===== config.mk =====
export PLATFORM = sky130hd
export DESIGN_NAME = sprite_mask_edge_flagger
export DESIGN_NICKNAME = d
export VERILOG_FILES = /design/src/design/smef_pkg.sv /design/src/design/smef_cmd_fifo.sv /design/src/design/smef_front.sv /design/src/design/smef_back.sv /design/src/design/sprite_mask_edge_flagger.sv
export SDC_FILE = /design/constraint.sdc
export NUM_CORES = 1
export LEC_CHECK = 0
export ABC_AREA = 1
export BUFFER_PORTS_ARGS = -buffer_cell sky130_fd_sc_hd__buf_2
export CAP_MARGIN = 20
export CORE_MARGIN = 4
export CORE_UTILIZATION = 45
export DETAILED_ROUTE_END_ITERATION = 10
export GPL_TIMING_DRIVEN = 1
export PLACE_DENSITY = 0.69
export SYNTH_ARGS = -nofsm -noshare
export SYNTH_HDL_FRONTEND = slang
export SYNTH_HIERARCHICAL = 1
export SYNTH_SLANG_ARGS = --single-unit

===== constraint.sdc =====
create_clock -name clock -period 8.5 [get_ports clock]
set_input_delay 0.85 -clock clock [delete_from_list [all_inputs] [get_ports clock]]
set_output_delay 0.85 -clock clock [all_outputs]
set_load 0.01 [all_outputs]

===== src/design/smef_pkg.sv =====
// smef_pkg: shared types and constants of the sprite mask edge flagger
// used by smef_front, smef_back and the top module; depends on nothing

package smef_pkg;

   localparam int COORD_W = 5;
   localparam int SIZE_W  = 6;
   localparam int ALPHA_W = 8;
   localparam int ROW_W   = 1 << COORD_W;
   localparam int CSR_W   = 32;

   localparam logic [SIZE_W-1:0]  TILE_SIZE_RESET       = 6'd16;
   localparam logic [ALPHA_W-1:0] ALPHA_THRESHOLD_RESET = 8'd128;

   typedef struct packed {
      logic               pixel_valid;
      logic [COORD_W-1:0] pixel_x;
      logic [COORD_W-1:0] pixel_y;
      logic               edge_left;
      logic               edge_right;
      logic               edge_up;
      logic               edge_down;
      logic               tile_done;
   } result_type;

   typedef struct packed {
      logic               pixel_en;
      result_type         pixel;
      logic               flush_en;
      logic [ROW_W-1:0]   row_mask;
      logic [ROW_W-1:0]   above_mask;
      logic [SIZE_W-1:0]  size;
      logic [COORD_W-1:0] row;
   } cmd_type;

endpackage


===== src/design/smef_cmd_fifo.sv =====
// smef_cmd_fifo: small flop-based queue of command words between front and back
// generic width and depth; depends on nothing

module smef_cmd_fifo #(
   parameter int WIDTH = 1,
   parameter int DEPTH = 2
) (
   input  logic             clock,
   input  logic             reset,
   input  logic             push,
   input  logic [WIDTH-1:0] wdata,
   input  logic             pop,
   output logic [WIDTH-1:0] rdata,
   output logic             empty,
   output logic             full
);
   localparam int AW = (DEPTH > 1) ? $clog2(DEPTH) : 1;
   localparam int CNT_W = $clog2(DEPTH + 1);

   logic [WIDTH-1:0] entries_ff [DEPTH];
   logic [AW-1:0]    wr_ptr_ff, wr_ptr_in;
   logic [AW-1:0]    rd_ptr_ff, rd_ptr_in;
   logic [CNT_W-1:0] count_ff, count_in;
   logic             do_push, do_pop;

   assign empty   = (count_ff == '0);
   assign full    = (count_ff == CNT_W'(DEPTH));
   assign rdata   = entries_ff[rd_ptr_ff];
   assign do_push = push && !full;
   assign do_pop  = pop && !empty;

   always_comb begin
      wr_ptr_in = wr_ptr_ff;
      rd_ptr_in = rd_ptr_ff;
      count_in  = count_ff;
      if (do_push) begin
         wr_ptr_in = (wr_ptr_ff == AW'(DEPTH - 1)) ? '0 : wr_ptr_ff + AW'(1);
      end
      if (do_pop) begin
         rd_ptr_in = (rd_ptr_ff == AW'(DEPTH - 1)) ? '0 : rd_ptr_ff + AW'(1);
      end
      if (do_push && !do_pop) begin
         count_in = count_ff + CNT_W'(1);
      end else if (do_pop && !do_push) begin
         count_in = count_ff - CNT_W'(1);
      end
   end

   always_ff @(posedge clock) begin
      if (reset) begin
         wr_ptr_ff <= '0;
         rd_ptr_ff <= '0;
         count_ff  <= '0;
      end else begin
         wr_ptr_ff <= wr_ptr_in;
         rd_ptr_ff <= rd_ptr_in;
         count_ff  <= count_in;
      end
      if (do_push) begin
         entries_ff[wr_ptr_ff] <= wdata;
      end
   end

endmodule


===== src/design/smef_front.sv =====
// smef_front: takes alpha words, keeps the row masks and counters, and issues
// one command per word that yields results; depends on smef_pkg

module smef_front #(
   parameter int MAX_TILE_SIZE = 32
) (
   input  logic                         clock,
   input  logic                         reset,
   input  logic                         push,
   output logic                         full,
   input  logic [smef_pkg::ALPHA_W-1:0] req_pixel_alpha,
   input  logic [smef_pkg::SIZE_W-1:0]  tile_size,
   input  logic [smef_pkg::ALPHA_W-1:0] alpha_threshold,
   input  logic                         cmd_full,
   output logic                         cmd_push,
   output smef_pkg::cmd_type            cmd_data
);
   import smef_pkg::*;

   localparam int CW = $clog2(MAX_TILE_SIZE);
   localparam int NW = CW + 1;

   logic [CW-1:0]            col_ff, col_in;
   logic [CW-1:0]            row_ff, row_in;
   logic [MAX_TILE_SIZE-1:0] older_ff, older_in;
   logic [MAX_TILE_SIZE-1:0] prev_ff, prev_in;
   logic [MAX_TILE_SIZE-1:0] cur_ff, cur_in;

   logic                     accept;
   logic                     opaque;
   logic [NW-1:0]            size_n;
   logic [SIZE_W-1:0]        n6;
   logic [COORD_W-1:0]       x_c, y_c, x_dec, x_inc;
   logic [SIZE_W-1:0]        x_next6, y_next6;
   logic                     end_row, end_tile;
   logic [MAX_TILE_SIZE-1:0] cur_next;
   logic [ROW_W-1:0]         cur_ext, prev_ext, older_ext;
   logic                     pixel_en;

   assign full   = cmd_full;
   assign accept = push && !cmd_full;

   always_comb begin
      if (tile_size == '0) begin
         size_n = NW'(1);
      end else if (tile_size > SIZE_W'(MAX_TILE_SIZE)) begin
         size_n = NW'(MAX_TILE_SIZE);
      end else begin
         size_n = NW'(tile_size);
      end
      n6 = SIZE_W'(size_n);

      x_c     = COORD_W'(col_ff);
      y_c     = COORD_W'(row_ff);
      x_dec   = x_c - COORD_W'(1);
      x_inc   = x_c + COORD_W'(1);
      x_next6 = SIZE_W'(x_c) + SIZE_W'(1);
      y_next6 = SIZE_W'(y_c) + SIZE_W'(1);
      end_row  = (x_next6 >= n6);
      end_tile = end_row && (y_next6 >= n6);

      opaque   = (req_pixel_alpha >= alpha_threshold);
      cur_next = cur_ff | ({{(MAX_TILE_SIZE-1){1'b0}}, opaque} << col_ff);

      cur_ext   = ROW_W'(cur_next);
      prev_ext  = ROW_W'(prev_ff);
      older_ext = ROW_W'(older_ff);

      // pixel above the one arriving now
      pixel_en = (y_c != '0) && prev_ext[x_c];

      cmd_data.pixel_en               = pixel_en;
      cmd_data.pixel.pixel_valid      = 1'b1;
      cmd_data.pixel.pixel_x          = x_c;
      cmd_data.pixel.pixel_y          = y_c - COORD_W'(1);
      cmd_data.pixel.edge_left        = (x_c == '0) || !prev_ext[x_dec];
      cmd_data.pixel.edge_right       = end_row || !prev_ext[x_inc];
      cmd_data.pixel.edge_up          = (y_c == COORD_W'(1)) || !older_ext[x_c];
      cmd_data.pixel.edge_down        = !cur_ext[x_c];
      cmd_data.pixel.tile_done        = 1'b0;
      cmd_data.flush_en               = end_tile;
      cmd_data.row_mask               = cur_ext;
      cmd_data.above_mask             = prev_ext;
      cmd_data.size                   = n6;
      cmd_data.row                    = y_c;

      cmd_push = accept && (pixel_en || end_tile);

      col_in   = col_ff;
      row_in   = row_ff;
      older_in = older_ff;
      prev_in  = prev_ff;
      cur_in   = cur_ff;
      if (accept) begin
         if (!end_row) begin
            col_in = col_ff + CW'(1);
            cur_in = cur_next;
         end else if (end_tile) begin
            col_in   = '0;
            row_in   = '0;
            older_in = '0;
            prev_in  = '0;
            cur_in   = '0;
         end else begin
            col_in   = '0;
            row_in   = row_ff + CW'(1);
            older_in = prev_ff;
            prev_in  = cur_next;
            cur_in   = '0;
         end
      end
   end

   always_ff @(posedge clock) begin
      if (reset) begin
         col_ff   <= '0;
         row_ff   <= '0;
         older_ff <= '0;
         prev_ff  <= '0;
         cur_ff   <= '0;
      end else begin
         col_ff   <= col_in;
         row_ff   <= row_in;
         older_ff <= older_in;
         prev_ff  <= prev_in;
         cur_ff   <= cur_in;
      end
   end

endmodule


===== src/design/smef_back.sv =====
// smef_back: drains commands, walks the final row on a flush, and holds the
// result register; depends on smef_pkg

module smef_back (
   input  logic                  clock,
   input  logic                  reset,
   input  logic                  cmd_empty,
   input  smef_pkg::cmd_type     cmd_data,
   output logic                  cmd_pop,
   input  logic                  pop,
   output logic                  empty,
   output smef_pkg::result_type  rsp
);
   import smef_pkg::*;

   typedef enum logic {
      IDLE,
      FLUSH
   } state_type;

   state_type          state_ff, state_in;
   logic               rsp_valid_ff, rsp_valid_in;
   result_type         rsp_ff, rsp_in;
   logic [ROW_W-1:0]   pending_ff, pending_in;
   logic [ROW_W-1:0]   row_ff, row_in;
   logic [ROW_W-1:0]   above_ff, above_in;
   logic [SIZE_W-1:0]  size_ff, size_in;
   logic [COORD_W-1:0] y_ff, y_in;

   logic               out_free;
   logic [ROW_W-1:0]   size_mask;
   logic [COORD_W-1:0] lo_idx, lo_dec, lo_inc;
   logic               lo_any;
   logic [ROW_W-1:0]   rest;

   assign empty = !rsp_valid_ff;
   assign rsp   = rsp_ff;

   always_comb begin
      out_free = !rsp_valid_ff || pop;

      for (int i = 0; i < ROW_W; i++) begin
         size_mask[i] = (SIZE_W'(i) < cmd_data.size);
      end

      // lowest column still to report
      lo_idx = '0;
      for (int i = ROW_W - 1; i >= 0; i--) begin
         if (pending_ff[i]) begin
            lo_idx = COORD_W'(i);
         end
      end
      lo_any = |pending_ff;
      lo_dec = lo_idx - COORD_W'(1);
      lo_inc = lo_idx + COORD_W'(1);
      rest   = pending_ff & ~(ROW_W'(1) << lo_idx);

      state_in     = state_ff;
      rsp_valid_in = rsp_valid_ff && !pop;
      rsp_in       = rsp_ff;
      pending_in   = pending_ff;
      row_in       = row_ff;
      above_in     = above_ff;
      size_in      = size_ff;
      y_in         = y_ff;
      cmd_pop      = 1'b0;

      case (state_ff)
         IDLE: begin
            if (!cmd_empty && out_free) begin
               cmd_pop = 1'b1;
               if (cmd_data.pixel_en) begin
                  rsp_in       = cmd_data.pixel;
                  rsp_valid_in = 1'b1;
               end
               if (cmd_data.flush_en) begin
                  pending_in = cmd_data.row_mask & size_mask;
                  row_in     = cmd_data.row_mask;
                  above_in   = cmd_data.above_mask;
                  size_in    = cmd_data.size;
                  y_in       = cmd_data.row;
                  state_in   = FLUSH;
               end
            end
         end
         FLUSH: begin
            if (out_free) begin
               rsp_valid_in = 1'b1;
               if (!lo_any) begin
                  // empty last row: bare end marker
                  rsp_in           = '0;
                  rsp_in.tile_done = 1'b1;
                  state_in         = IDLE;
               end else begin
                  rsp_in.pixel_valid = 1'b1;
                  rsp_in.pixel_x     = lo_idx;
                  rsp_in.pixel_y     = y_ff;
                  rsp_in.edge_left   = (lo_idx == '0) || !row_ff[lo_dec];
                  rsp_in.edge_right  = ((SIZE_W'(lo_idx) + SIZE_W'(1)) >= size_ff)
                                       || !row_ff[lo_inc];
                  rsp_in.edge_up     = (y_ff == '0) || !above_ff[lo_idx];
                  rsp_in.edge_down   = 1'b1;
                  rsp_in.tile_done   = (rest == '0);
                  pending_in         = rest;
                  if (rest == '0) begin
                     state_in = IDLE;
                  end
               end
            end
         end
         default: begin
            state_in = IDLE;
         end
      endcase
   end

   always_ff @(posedge clock) begin
      if (reset) begin
         state_ff     <= IDLE;
         rsp_valid_ff <= 1'b0;
         pending_ff   <= '0;
      end else begin
         state_ff     <= state_in;
         rsp_valid_ff <= rsp_valid_in;
         pending_ff   <= pending_in;
      end
      rsp_ff   <= rsp_in;
      row_ff   <= row_in;
      above_ff <= above_in;
      size_ff  <= size_in;
      y_ff     <= y_in;
   end

endmodule


===== src/design/sprite_mask_edge_flagger.sv =====
// sprite_mask_edge_flagger: one alpha word per cycle in while the command queue
// has room; a pixel result goes via the command queue and result register once
// the word below it is taken. a tile's last word has the back end walk the final
// row, one result per opaque pixel (or an end marker); the front takes next tile
// reset clears masks, counters and queue; tile_size goes to 16, threshold to 128
// depends on smef_pkg, smef_front, smef_cmd_fifo, smef_back

module sprite_mask_edge_flagger #(
   parameter int MAX_TILE_SIZE   = 32,
   parameter int CMD_QUEUE_DEPTH = 2
) (
   input  logic                           clock,
   input  logic                           reset,
   input  logic                           push,
   output logic                           full,
   input  logic [smef_pkg::ALPHA_W-1:0]   req_pixel_alpha,
   output logic                           empty,
   input  logic                           pop,
   output logic                           rsp_pixel_valid,
   output logic [smef_pkg::COORD_W-1:0]   rsp_pixel_x,
   output logic [smef_pkg::COORD_W-1:0]   rsp_pixel_y,
   output logic                           rsp_edge_left,
   output logic                           rsp_edge_right,
   output logic                           rsp_edge_up,
   output logic                           rsp_edge_down,
   output logic                           rsp_tile_done,
   input  logic                           psel,
   input  logic                           penable,
   input  logic                           pwrite,
   input  logic [2:0]                     paddr,
   input  logic [smef_pkg::CSR_W-1:0]     pwdata,
   output logic [smef_pkg::CSR_W-1:0]     prdata,
   output logic                           pready
);
   import smef_pkg::*;

   typedef enum logic {
      REG_TILE_SIZE,
      REG_ALPHA_THRESHOLD
   } csr_index_type;

   logic [SIZE_W-1:0]  tile_size_ff, tile_size_in;
   logic [ALPHA_W-1:0] alpha_threshold_ff, alpha_threshold_in;
   csr_index_type      csr_index;
   logic               csr_write;

   logic               cmd_push, cmd_pop, cmd_empty, cmd_full;
   cmd_type            cmd_wdata, cmd_rdata;
   result_type         rsp;

   assign pready    = 1'b1;
   assign csr_index = csr_index_type'(paddr[2]);
   assign csr_write = psel && penable && pwrite && pready;

   always_comb begin
      tile_size_in       = tile_size_ff;
      alpha_threshold_in = alpha_threshold_ff;
      prdata             = '0;
      case (csr_index)
         REG_TILE_SIZE: begin
            prdata = CSR_W'(tile_size_ff);
            if (csr_write) begin
               tile_size_in = pwdata[SIZE_W-1:0];
            end
         end
         REG_ALPHA_THRESHOLD: begin
            prdata = CSR_W'(alpha_threshold_ff);
            if (csr_write) begin
               alpha_threshold_in = pwdata[ALPHA_W-1:0];
            end
         end
         default: begin
            prdata = '0;
         end
      endcase
   end

   always_ff @(posedge clock) begin
      if (reset) begin
         tile_size_ff       <= TILE_SIZE_RESET;
         alpha_threshold_ff <= ALPHA_THRESHOLD_RESET;
      end else begin
         tile_size_ff       <= tile_size_in;
         alpha_threshold_ff <= alpha_threshold_in;
      end
   end

   smef_front #(
      .MAX_TILE_SIZE (MAX_TILE_SIZE)
   ) u_front (
      .clock           (clock),
      .reset           (reset),
      .push            (push),
      .full            (full),
      .req_pixel_alpha (req_pixel_alpha),
      .tile_size       (tile_size_ff),
      .alpha_threshold (alpha_threshold_ff),
      .cmd_full        (cmd_full),
      .cmd_push        (cmd_push),
      .cmd_data        (cmd_wdata)
   );

   smef_cmd_fifo #(
      .WIDTH ($bits(cmd_type)),
      .DEPTH (CMD_QUEUE_DEPTH)
   ) u_cmd_fifo (
      .clock (clock),
      .reset (reset),
      .push  (cmd_push),
      .wdata (cmd_wdata),
      .pop   (cmd_pop),
      .rdata (cmd_rdata),
      .empty (cmd_empty),
      .full  (cmd_full)
   );

   smef_back u_back (
      .clock     (clock),
      .reset     (reset),
      .cmd_empty (cmd_empty),
      .cmd_data  (cmd_rdata),
      .cmd_pop   (cmd_pop),
      .pop       (pop),
      .empty     (empty),
      .rsp       (rsp)
   );

   assign rsp_pixel_valid = rsp.pixel_valid;
   assign rsp_pixel_x     = rsp.pixel_x;
   assign rsp_pixel_y     = rsp.pixel_y;
   assign rsp_edge_left   = rsp.edge_left;
   assign rsp_edge_right  = rsp.edge_right;
   assign rsp_edge_up     = rsp.edge_up;
   assign rsp_edge_down   = rsp.edge_down;
   assign rsp_tile_done   = rsp.tile_done;

endmodule

# [After elaboration in Yosys (flattened, before gate mapping)]
# Memories as Yosys holds them, arrays and structs flattened. A register that Yosys moved wholly into a read port is not among the register bits.
# Index checks and enable logic that the tools add are counted.
# Widths: inputs -> output; s select.
[classes] addsub=13 order_cmp=43 n_mux=86 shifts=2 n_reduce_logical=48 eq_ne=7 bitwise=6
[op_table] operator="$mux 32" n=7
[op_table] operator="$mux 5" n=34
[op_table] operator="$pmux 32 s2" n=2
[op_table] operator="$lt 5x6->1 const A" n=16
[op_table] operator="$and 32x32->32" n=2
[op_table] operator="$mux 16" n=4
[op_table] operator="$lt 4x6->1 const A" n=8
[op_table] operator="$bmux 1 s5" n=8
[op_table] operator="$lt 5x6->1 const B" n=6
[op_table] operator="$logic_not 32->1" n=1
[op_table] operator="$not 32->32" n=1
[op_table] operator="$or 32x32->32" n=1
[op_table] operator="$pmux 16 s2" n=1
[op_table] operator="$reduce_or 32->1" n=1
[op_table] operator="$shl 1x5->32" n=1
[op_table] operator="$shl 1x5->32 const A" n=1
[op_table] operator="$lt 3x6->1 const A" n=4
[op_table] operator="$mux 1" n=24
[op_table] operator="$add 5x1->6 const B" n=3
[op_table] operator="$ge 6x6->1" n=3
[op_table] operator="$add 5x1->5 const B" n=3
[op_table] operator="$logic_not 5->1" n=3
[op_table] operator="$sub 5x1->5 const B" n=3
[op_table] operator="$logic_not 1->1" n=13
[op_table] operator="24 further kinds" n=55
[totals] inputBits=50 memories=1 reg_bits=249 elab_cells=231 ram_bits=182 output_inout_bits=51
[memory_table] memory="u_cmd_fifo.entries_ff" words=2 width=91 rd=1 rd_ports_with_merged_regs=1 write_ports=1 line="smef_cmd_fifo.sv:20" rtl="logic [WIDTH-1:0] entries_ff [DEPTH];"

# [Logic depth before layout (Yosys ltp)]
# Gate-level depths: netlist of the first run.
[logic_depth] ltp_word=40 mapped_depth=44

# [Modules after synthesis]
# The synthesis of the first run kept the hierarchy.
[by_module_without_submodules] module="smef_cmd_fifo" n_inst=1 area_per_inst_um2=7234.4 cells_per_inst=326
[by_module_without_submodules] module="smef_back" n_inst=1 area_per_inst_um2=6817.8 cells_per_inst=814
[by_module_without_submodules] module="smef_front" n_inst=1 area_per_inst_um2=6322.3 cells_per_inst=940
[by_module_without_submodules] module="sprite_mask_edge_flagger" n_inst=1 area_per_inst_um2=914.6 cells_per_inst=137

# [Worst setup path before layout of the first run]
# Ideal clock, no wire load.
[synth_timing] path_kind="register to register" startpoint="register u_front.col_ff[2]" endpoint="memory u_cmd_fifo/entries_ff[0][0] (netlist bit) (enable)" arrival_ns=5.914 path_slack_ns=2.040 path_stages_with_launch=16 t_required_ns=7.955 path_cell_list="dfxtp_1 -> buf_4 -> buf_4 -> nand2_1 -> inv_2 -> nand2_1 -> xor2_1 -> inv_1 -> ha_1 -> nand2_1 -> o21a_1 -> nand3_2 -> nand2_1 -> a21oi_1 -> o21ai_1 -> nor2_1"
[synth_via] elab_chain_len=8
[synth_lines] element="start: declaration" line="smef_front.sv:23" rtl="logic [CW-1:0] col_ff, col_in;"
[synth_lines] element="start signal: assignment" line="smef_front.sv:122" rtl="col_ff <= col_in;"
[synth_lines] element="$add 5x1->6 / $bmux 1 s5 (equally long branches)" line="smef_front.sv:57, smef_front.sv:70"
[synth_lines] element="$ge 6x6->1 / $mux 1 (equally long branches)" line="smef_front.sv:59, smef_front.sv:70"
[synth_lines] element="$logic_and 1x1->1, on equally long branches" line="smef_front.sv:60, smef_front.sv:70"
[synth_lines] element="$logic_or 1x1->1 (*)" line="smef_front.sv:87" rtl="cmd_push = accept && (pixel_en || end_tile);"
[synth_lines] element="$logic_and 1x1->1 (*)" line="smef_front.sv:87"
[synth_lines] element="named net cmd_push" line="sprite_mask_edge_flagger.sv:47" rtl="logic cmd_push, cmd_pop, cmd_empty, cmd_full;"
[synth_lines] element="$logic_and 1x1->1 (*)" line="smef_cmd_fifo.sv:29" rtl="assign do_push = push && !full;"
[synth_lines] element="$mux 1 (*)" line="smef_cmd_fifo.sv:59" rtl="if (do_push) begin"
[synth_lines] element="$mux 1 (not written as such) (*)" line="smef_cmd_fifo.sv:60" rtl="entries_ff[wr_ptr_ff] <= wdata;"
[synth_lines] element="end: declaration" line="smef_cmd_fifo.sv:20"
# Mark *: on every way through the listed nets, which the timed path passes. The rest lies on a longest branch. The select of a mux whose other input is x is not followed.

==> summary.txt, run 1 <==
Floorplanning
  • Full die area: 50900 um2
  • Row cnt: 79
  • Initial Utilization: 0.456
  • I/O Pins: 101
  • CORE AREA: 46700 um2
  • Die W: 226 um
  • Die Y: 226 um

Power
  • Internal Power: 0.00349 W
  • Sw Share: 0.262
  • Pwr Total: 0.00473 W
  • Cell area power density: 204 nW/um2
  • Clock power share: 0.407
  • Combinational share of power: 0.114
  • Sequential share of power: 0.478
  • Psw: 0.00124 W
  • Static leakage power: 9.09 nW
  • Worst vdd ir: 126 uV

Timing
  • Period utilization: 0.638
  • Top achievable clock speed: 184 MHz
  • Worst Max-Slew Pin Slew: 1.10 ns
  • Slew HR: 0.264
  • Final slew viol count: 0
  • Final setup fails: 0
  • Setup_tns: 0 ns
  • Setup Skew: 0.0202 ns
  • Final Hold Vio Count: 0
  • Period minus WS final: 5.42 ns
  • RSZ-0062 raised after global routing: false

Routing
  • Pre-Repair DR Iteration Count: 7
  • Avg WL per Cell: 19.7 um
  • ANT nets after route: 0
  • Via density: 5.58
  • DRT Wirelength: 56.4 mm
  • Via count: 16000
  • Drt drc: 0
  • Iteration-0 DRC Markers: 1743

Setup path
  • Largest fanout on the critical path: 39
  • Critical path class: flop to flop
  • CP Capture Type: flop
  • Worst endpoint required time: 8.82 ns
  • Critical path startpoint category: flop
  • Max incr delay on CP: 0.73 ns
  • CP arrival: 5.74 ns
  • CP max-delay cell: ha_1
  • CP most frequent cell: nand2_1

Yosys
  • Post-synth EDFFs: 277
  • Synth top area cells: edfxtp_1, dfxtp_1, nand2_1
  • Syn avg cell area: 9.60 um2
  • Cell with the most instances after synthesis: nand2_1
  • Netlist cell types: 58
  • Netlist Area Pre-Place: 21300 um2
  • Register area share after synthesis: 0.540
  • Post-synth top cells: nand2_1, edfxtp_1, inv_1
  • Mux share of post-synthesis cell area: 0.0615
  • Gate Count Post-Synth: 2217
  • Compound-Gate Fraction of Synth Area: 0.101
  • Synth async-reset ratio: 0
  • Adder-cell share of the synthesized area: 0.0235
  • Largest family of logic cells by synthesized area: simple AND/OR/NAND/NOR gates
  • Yosys warns: 6
  • Post-Synth XOR/XNOR Area: 0.00605
  • Synth Flop Type: edfxtp_1
  • FF+latch count, synth: 436
  • Synth top area share: 0.391
  • Largest area contributor in the netlist: edfxtp_1
  • Simple-Gate Fraction of Synth Area: 0.176

Clock tree
  • CTS Root Cell: clkbuf_16
  • Hold buffer count at cts: 0
  • CTS Buf Count: 45
  • Post-CTS Resized: 0
  • Worst-skew pair later-pin latency: 0.58 ns
  • Setup bufs post-CTS: 0
  • Clock Tree Buf Depth: 3
  • CTS tree: yes
  • Worst-path clk slew: 0.06 ns
  • CTS Sinks: 436
  • CTS H-Tree Depth: 2

Global routing
  • Number of global-route vias before repair: 15000
  • GRT overflow: 0
  • Largest net degree at the start of global routing: 71
  • GRT Resource Usage Total: 0.217
  • Initial antenna violation count: 0
  • First-pass GRT wire length: 86.0 mm

Worst hold path
  • Tightest Hold Check Type: flop to flop

Layout
  • Share of cells above drive strength 1: 0.132
  • NumNets Final: 2307
  • # diodes: 0
  • Fillers: 4244
  • Area Overhead vs Synth: 8.72%
  • Design area: 23100 um2

Place
  • Hpwl dp: 38.0 mm
  • GPL Wtd Cong: 0.912
  • Post-DP Area: 21700 um2
  • IO Port Bufs: 49

Flow run
  • Maxcap violations: 0

Run status
  • Outcome: finished clean
## critical path: cells and delay by family (launching register included)
family                   cells  cell delay [ns]
AND/OR/NAND/NOR             35             2.72
adder cells (fa/ha/maj)      2             1.07
AO/OA/AOI/OAI                5             0.73
flip-flops                   1             0.35
buffers and inverters        2             0.26
## through the flow
step / setup WS, ns / hold WS [ns] / utilization / cells
after global routing: 2.62 / 0.483 / 0.496 / 2860
after global placement: 3.08 / 0.445 / 0.465 / 2777
after floorplan: 2.04 / 0.420 / - / 2240
final: 3.08 / 0.461 / 0.496 / 2860
after detailed placement: 3.14 / 0.453 / 0.465 / 2777
after CTS: 3.10 / 0.465 / 0.496 / 2860
## path summary, 6_finish.rpt
| check | to | start | slack (ns) | cells after the start |
|---|---|---|---|---|
| setup / recovery | u_back/rsp[3] | u_back/pending_ff[30] | 3.08 | 44 |
| hold / removal | u_cmd_fifo/entries_ff[0][4] | u_front/row_ff[4] | 0.46 | 0 |
| setup reg to reg | u_back/rsp[3] | u_back/pending_ff[30] | 3.08 | 44 |
| hold reg to reg | u_cmd_fifo/entries_ff[0][4] | u_front/row_ff[4] | 0.46 | 0 |
## metal layers
metal	GRT usage	part of all wire	vias to the layer above
met5	0	0	-
met4	0.0856	0.038	0
met3	0.0386	0.090	119
met2	0.342	0.46	762
met1	0.299	0.41	7524
li1	-	-	7552
## layout make-up
class	instances	area, um2	area share
Sequential cell	436	11500	0.497
Clock inverter	23	194	0.00838
Inverter	285	1070	0.0463
Multi-Input combinational cell	1379	7970	0.344
Tap cell	607	759	0.0328
Clock buffer	60	1240	0.0538
Timing Repair Buffer	70	403	0.0174
## cells in the final DEF (no fill, tap or decap), types with 5 or more instances in the layout
master,netlist,layout
clkinv_1,3,6
ha_1,40,40
nand2_2,6,7
nor3_1,8,8
xor2_1,11,11
buf_2,34,49
conb_1,4,27
o21ai_1,13,13
clkinv_2,0,13
o221ai_1,5,5
buf_4,43,21
nor4_1,10,10
clkbuf_1,40,11
a211oi_1,6,6
o22ai_1,13,13
o211ai_1,20,20
nand4_1,35,35
nand3b_2,5,5
nor2_4,5,8
a22oi_1,9,9
edfxtp_1,277,277
mux2_4,70,70
a221oi_1,16,16
o21a_1,7,7
o21ai_0,122,122
a21oi_1,74,73
o32ai_1,11,11
nor2_2,6,7
nor2_1,138,134
dfxtp_1,159,158
a31oi_1,31,31
o2111ai_1,8,8
nand2_1,427,426
clkbuf_16,0,47
inv_1,255,255
nand3_1,200,200
mux2_2,23,23
inv_2,26,26
## cell families (layout without fill, tap and decap cells)
logic type      Yosys count  after routing
compound gates          352            352
xor+xnor                 13             13
fa+ha+maj                40             40
buf+inv                 425            438
flops                   436            436
mux                      93             93
other cells               4             27
simple gates            854            854
## power groups by stage
stage | registers (W) | logic [W] | clock network [W]
after floorplan | 0.00230 | 0.000398 | 0
after global placement | 0.00231 | 0.000527 | 0
after detailed placement | 0.00231 | 0.000532 | 0
after CTS | 0.00226 | 0.000534 | 0.00196
after global routing | 0.00226 | 0.000596 | 0.00205
final | 0.00226 | 0.000542 | 0.00193
## state kept, by name, summed over array words and instances (netlist names), named ones only
register               cells
u_back/row_ff             32
u_cmd_fifo/count_ff        2
u_cmd_fifo/rd_ptr_ff       1
u_front/cur_ff            32
u_front/col_ff             5
u_back/y_ff                5
u_front/row_ff             5
u_cmd_fifo/entries_ff    186
u_back/above_ff           32
u_back/pending_ff         32
u_front/older_ext         32
alpha_threshold_ff         8
u_cmd_fifo/wr_ptr_ff       1
u_back/rsp                16
u_front/prev_ext          32
u_back/size_ff             6
tile_size_ff               6
u_back/rsp_valid_ff        1
u_back/state_ff            1
No activity file was read; power rests on OpenSTA's default activity.
==> run 2, diff against run 1 <==
- clock period: 8.5 -> 5.5 ns (I/O delays scaled with it)
==> summary.txt, run 2 (synthesis results as in run 1) <==
Global routing
  • GRT Resource Usage Total: 0.217
  • Initial antenna violation count: 0
  • First-pass GRT wire length: 86.6 mm
  • GRT overflow: 0
  • Number of global-route vias before repair: 15400
  • Largest net degree at the start of global routing: 71

Timing
  • Hold Slack: 0.196 ns
  • Period minus WS final: 4.35 ns
  • Final Hold Vio Count: 0
  • Top achievable clock speed: 230 MHz
  • Worst Max-Slew Pin Slew: 0.996 ns
  • Final slew viol count: 0
  • Final setup fails: 0
  • Period utilization: 0.791
  • Slew HR: 0.336
  • Setup_tns: 0 ns
  • RSZ-0062 raised after global routing: false
  • Setup Skew: 0.0212 ns
  • PnR worst setup slack: 1.15 ns

Setup path
  • Worst setup path endpoint: u_back/rsp[3]
  • R2r startpoint: u_back/pending_ff[30]
  • Slack of the worst reg-to-reg path: 1.15 ns
  • CP most frequent cell: nand2_1
  • CP max-delay cell: ha_1
  • Worst endpoint required time: 5.84 ns
  • Worst r2r path cells: 44
  • Max incr delay on CP: 0.45 ns
  • CP Capture Type: flop
  • Critical path startpoint category: flop
  • CP arrival: 4.69 ns
  • Largest fanout on the critical path: 6
  • Critical path class: flop to flop
  • Worst setup path start: u_back/pending_ff[30]
  • R2r endpoint: u_back/rsp[3]

Power
  • Worst vdd ir: 217 uV
  • Static leakage power: 9.15 nW
  • Cell area power density: 314 nW/um2
  • Pwr Total: 0.00732 W

Clock tree
  • Hold buffer count at cts: 0
  • CTS tree: yes
  • Clock Tree Buf Depth: 3
  • Setup bufs post-CTS: 0
  • Post-CTS Resized: 0
  • CTS Buf Count: 46
  • CTS Root Cell: clkbuf_16
  • CTS Sinks: 436
  • Worst-path clk slew: 0.06 ns
  • Worst-skew pair later-pin latency: 0.58 ns
  • CTS H-Tree Depth: 2

Routing
  • Avg WL per Cell: 19.7 um
  • Pre-Repair DR Iteration Count: 5
  • Drt drc: 0
  • Met2 WL: 26.7 mm
  • Met1 wire length: 23.6 mm
  • DRT Wirelength: 56.7 mm
  • Via count: 16200
  • ANT nets after route: 0
  • Iteration-0 DRC Markers: 1831
  • Top Layer Used: met4
  • Metal3 WL: 4.24 mm
  • Via density: 5.65

Run status
  • Outcome: finished clean

Flow run
  • Maxcap violations: 0

Layout
  • NumNets Final: 2319
  • Area Overhead vs Synth: 9.36%
  • Commonest cells after routing, fill and taps aside: nand2_1, edfxtp_1, inv_1
  • Most common cell after layout, fill and taps aside: nand2_1
  • Biggest register: u_cmd_fifo/entries_ff
  • Max FFs per register: 186
  • Share of cells above drive strength 1: 0.135

Floorplanning
  • Full die area: 50900 um2
  • I/O Pins: 101
  • Die W: 226 um
  • Row cnt: 79
  • Initial Utilization: 0.456
  • CORE AREA: 46700 um2
  • Die Y: 226 um

Place
  • Hpwl dp: 38.9 mm
  • Pre-CTS WS: 1.21 ns
  • IO Port Bufs: 49
  • GPL Wtd Cong: 0.939

Worst hold path
  • Tightest Hold Check Type: input port to flop
  • Hold Path Depth: 3
==> run 2: cell count changes in the layout (fill, tap and decap cells not counted), sizes merged <==
cell	change
buf	+11
clkbuf	+8
clkinv	-5
bufinv	-2
clkinvlp	+1
diode	+1
inv	+1
==> run 2: through the flow <==
stage                util  std cells  area [um2]
floorplan               -       2240       21400
global placement    0.468       2788       21800
detailed placement  0.468       2788       21800
CTS                 0.499       2874       23300
global route        0.499       2874       23300
finish              0.499       2875       23300
==> run 2: metal layers <==
| metal | vias to the layer above | global-route usage |
|---|---|---|
| li1 | 7570 | - |
| met1 | 7846 | 0.293 |
| met2 | 691 | 0.356 |
| met3 | 132 | 0.0284 |
| met4 | 0 | 0.0844 |
| met5 | - | 0 |
==> run 2: cell type report <==
cell class	instances	area, um2
fill	4251	23400
sequential	436	11500
multi-input combinational	1379	7970
clock buffer	68	1330
inverter	285	1070
tap	607	759
timing repair buffer	81	536
clock inverter	18	115
antenna	1	2.50
==> run 2: power breakdown <==
group | internal (W) | switching, W | leakage [nW]
combinational | 0.000235 | 0.000611 | 4.65
clock | 0.00168 | 0.00129 | 0.705
sequential | 0.00348 | 0.0000235 | 3.80
total | 0.00539 | 0.00193 | 9.15
==> run 2: worst min-delay path by stage <==
stage | startpoint | to
floorplan | u_front/col_ff[3] | u_cmd_fifo/entries_ff[0][89]
global placement | u_front/row_ff[4] | u_cmd_fifo/entries_ff[0][4]
detailed placement | u_front/row_ff[4] | u_cmd_fifo/entries_ff[1][4]
CTS | pwdata[7] | alpha_threshold_ff[7]
global route | pwdata[7] | alpha_threshold_ff[7]
finish | pwdata[7] | alpha_threshold_ff[7]
==> run 2: critical path, delay by kind of cell (launching register included) <==
family | cells | cell delay, ns
adders and majority gates | 3 | 1.00
buffers and inverters | 2 | 0.17
and+or+nand+nor | 35 | 2.04
DFF | 1 | 0.35
AOI/OAI and AO/OA | 4 | 0.54
==> run 3, diff against run 2 <==
- clock period: 5.5 -> 4.55 ns (I/O delays scaled with it)
==> summary.txt, run 3 (synthesis results as in run 1) <==
Power
  • Cell area power density: 386 nW/um2
  • Static leakage power: 9.36 nW
  • Worst vdd ir: 330 uV
  • Pwr Total: 0.00914 W

Timing
  • Setup Skew: 0.0234 ns
  • Final slew viol count: 0
  • Top achievable clock speed: 244 MHz
  • Worst Max-Slew Pin Slew: 1.06 ns
  • Period utilization: 0.900
  • Final setup fails: 0
  • Slew HR: 0.296
  • Final Hold Vio Count: 0
  • RSZ-0062 raised after global routing: false
  • Period minus WS final: 4.10 ns

Place
  • Post-DP Area: 22000 um2
  • GPL Wtd Cong: 0.904
  • IO Port Bufs: 49
  • Hpwl dp: 39.7 mm

Layout
  • # diodes: 0
  • Share of cells above drive strength 1: 0.152
  • Biggest register: u_cmd_fifo/entries_ff
  • Max FFs per register: 186
  • Area Overhead vs Synth: 11.3%
  • Commonest cells after routing, fill and taps aside: nand2_1, edfxtp_1, inv_1
  • NumNets Final: 2342
  • Final core utilization: 0.508
  • Most common cell after layout, fill and taps aside: nand2_1
  • Fillers: 4116
  • Design area: 23700 um2

Setup path
  • CP Capture Type: flop
  • Largest fanout on the critical path: 10
  • Critical path startpoint category: flop
  • Worst endpoint required time: 5.00 ns
  • CP max-delay cell: dfxtp_1
  • Max incr delay on CP: 0.32 ns
  • Critical path class: flop to flop
  • CP most frequent cell: nand2_1
  • CP arrival: 4.54 ns

Floorplanning
  • Full die area: 50900 um2
  • Initial Utilization: 0.456
  • Row cnt: 79
  • Die W: 226 um
  • CORE AREA: 46700 um2
  • I/O Pins: 101
  • Die Y: 226 um

Routing
  • Via density: 5.61
  • Pre-Repair DR Iteration Count: 7
  • DRT Wirelength: 57.3 mm
  • Drt drc: 0
  • Iteration-0 DRC Markers: 1754
  • Via count: 16200
  • Avg WL per Cell: 19.8 um
  • ANT nets after route: 0

Clock tree
  • CTS Sinks: 436
  • CTS tree: yes
  • Worst-path clk slew: 0.06 ns
  • CTS H-Tree Depth: 2
  • CTS Buf Count: 46
  • CTS Root Cell: clkbuf_16
  • Worst-skew pair later-pin latency: 0.58 ns
  • Clock Tree Buf Depth: 3
  • Hold buffer count at cts: 0

Global routing
  • First-pass GRT wire length: 87.3 mm
  • Number of global-route vias before repair: 15400
  • GRT Resource Usage Total: 0.219
  • Largest net degree at the start of global routing: 77
  • Initial antenna violation count: 0
  • GRT overflow: 0

Flow run
  • Maxcap violations: 0

Run status
  • Outcome: finished clean

Worst hold path
  • Tightest Hold Check Type: input port to flop
[run 3: changes by cell type in the layout (fill, tap and decap cells not counted), moves of 3 or more]
cell       before  now
ha_1           40   37
buf_12          4    7
nor4_1         10    7
o21ai_0       122  119
clkbuf_1       14    6
clkinv_1        8   11
buf_4          28   47
bufinv_16       0    5
[run 3: stage by stage]
stage	std cells	hold WS, ns	setup TNS [ns]	worst slack (ns)
finish	2896	0.109	0	0.455
global route	2896	0.117	0	0.000726
CTS	2895	0.0886	0	0.237
detailed placement	2810	0.450	0	0.337
global placement	2810	0.445	0	0.306
floorplan	2240	0.420	-67.66	-0.364
[run 3: critical path, delay by kind of cell (launching register included)]
family	cells	cell delay, ns
AOI/OAI and AO/OA	3	0.55
adders and majority gates	2	0.39
buffers and inverters	3	0.28
DFF	1	0.32
and+or+nand+nor	34	2.38
[run 3: metal layers]
layer / global-route usage / wire length, um / part of all wire / up-vias
met4: 0.0800 / 2030 / 0.035 / 0
met2: 0.369 / 27700 / 0.48 / 744
met3: 0.0306 / 4260 / 0.074 / 131
met5: 0 / 0 / 0 / -
li1: - / - / - / 7630
met1: 0.292 / 23300 / 0.41 / 7728
[run 3: worst paths after layout]
path,from,end,slack [ns],cells past startpoint
setup / recovery,u_back/pending_ff[30],u_back/rsp[0],0.45,42
hold / removal,pwdata[7],alpha_threshold_ff[7],0.11,3
setup reg to reg,u_back/pending_ff[30],u_back/rsp[0],0.45,42
hold reg to reg,u_front/prev_ext[27],u_cmd_fifo/entries_ff[0][38],0.46,0
[run 3: what timing repair did]
| item | 4_1_cts | 5_1_grt |
|---|---|---|
| gates resized for setup | 0 | 22 |
| endpoints found under the setup margin | 0 | 4 |
| setup buffers | 0 | 1 |
[run 3: where the power goes]
part | switching (W) | leakage (nW) | internal [W]
Clock | 0.00155 | 0.752 | 0.00228
Combinational | 0.000759 | 4.81 | 0.000318
Sequential | 0.0000260 | 3.80 | 0.00420
[run 3: cell type report]
type / count / area [um2] / share of cell area
clock buffer: 60 / 1290 / 0.0546
multi-input combinational: 1379 / 8060 / 0.340
timing repair buffer: 104 / 749 / 0.0316
sequential: 436 / 11500 / 0.485
inverter: 285 / 1070 / 0.0453
clock inverter: 25 / 254 / 0.0107
tap: 607 / 759 / 0.0320
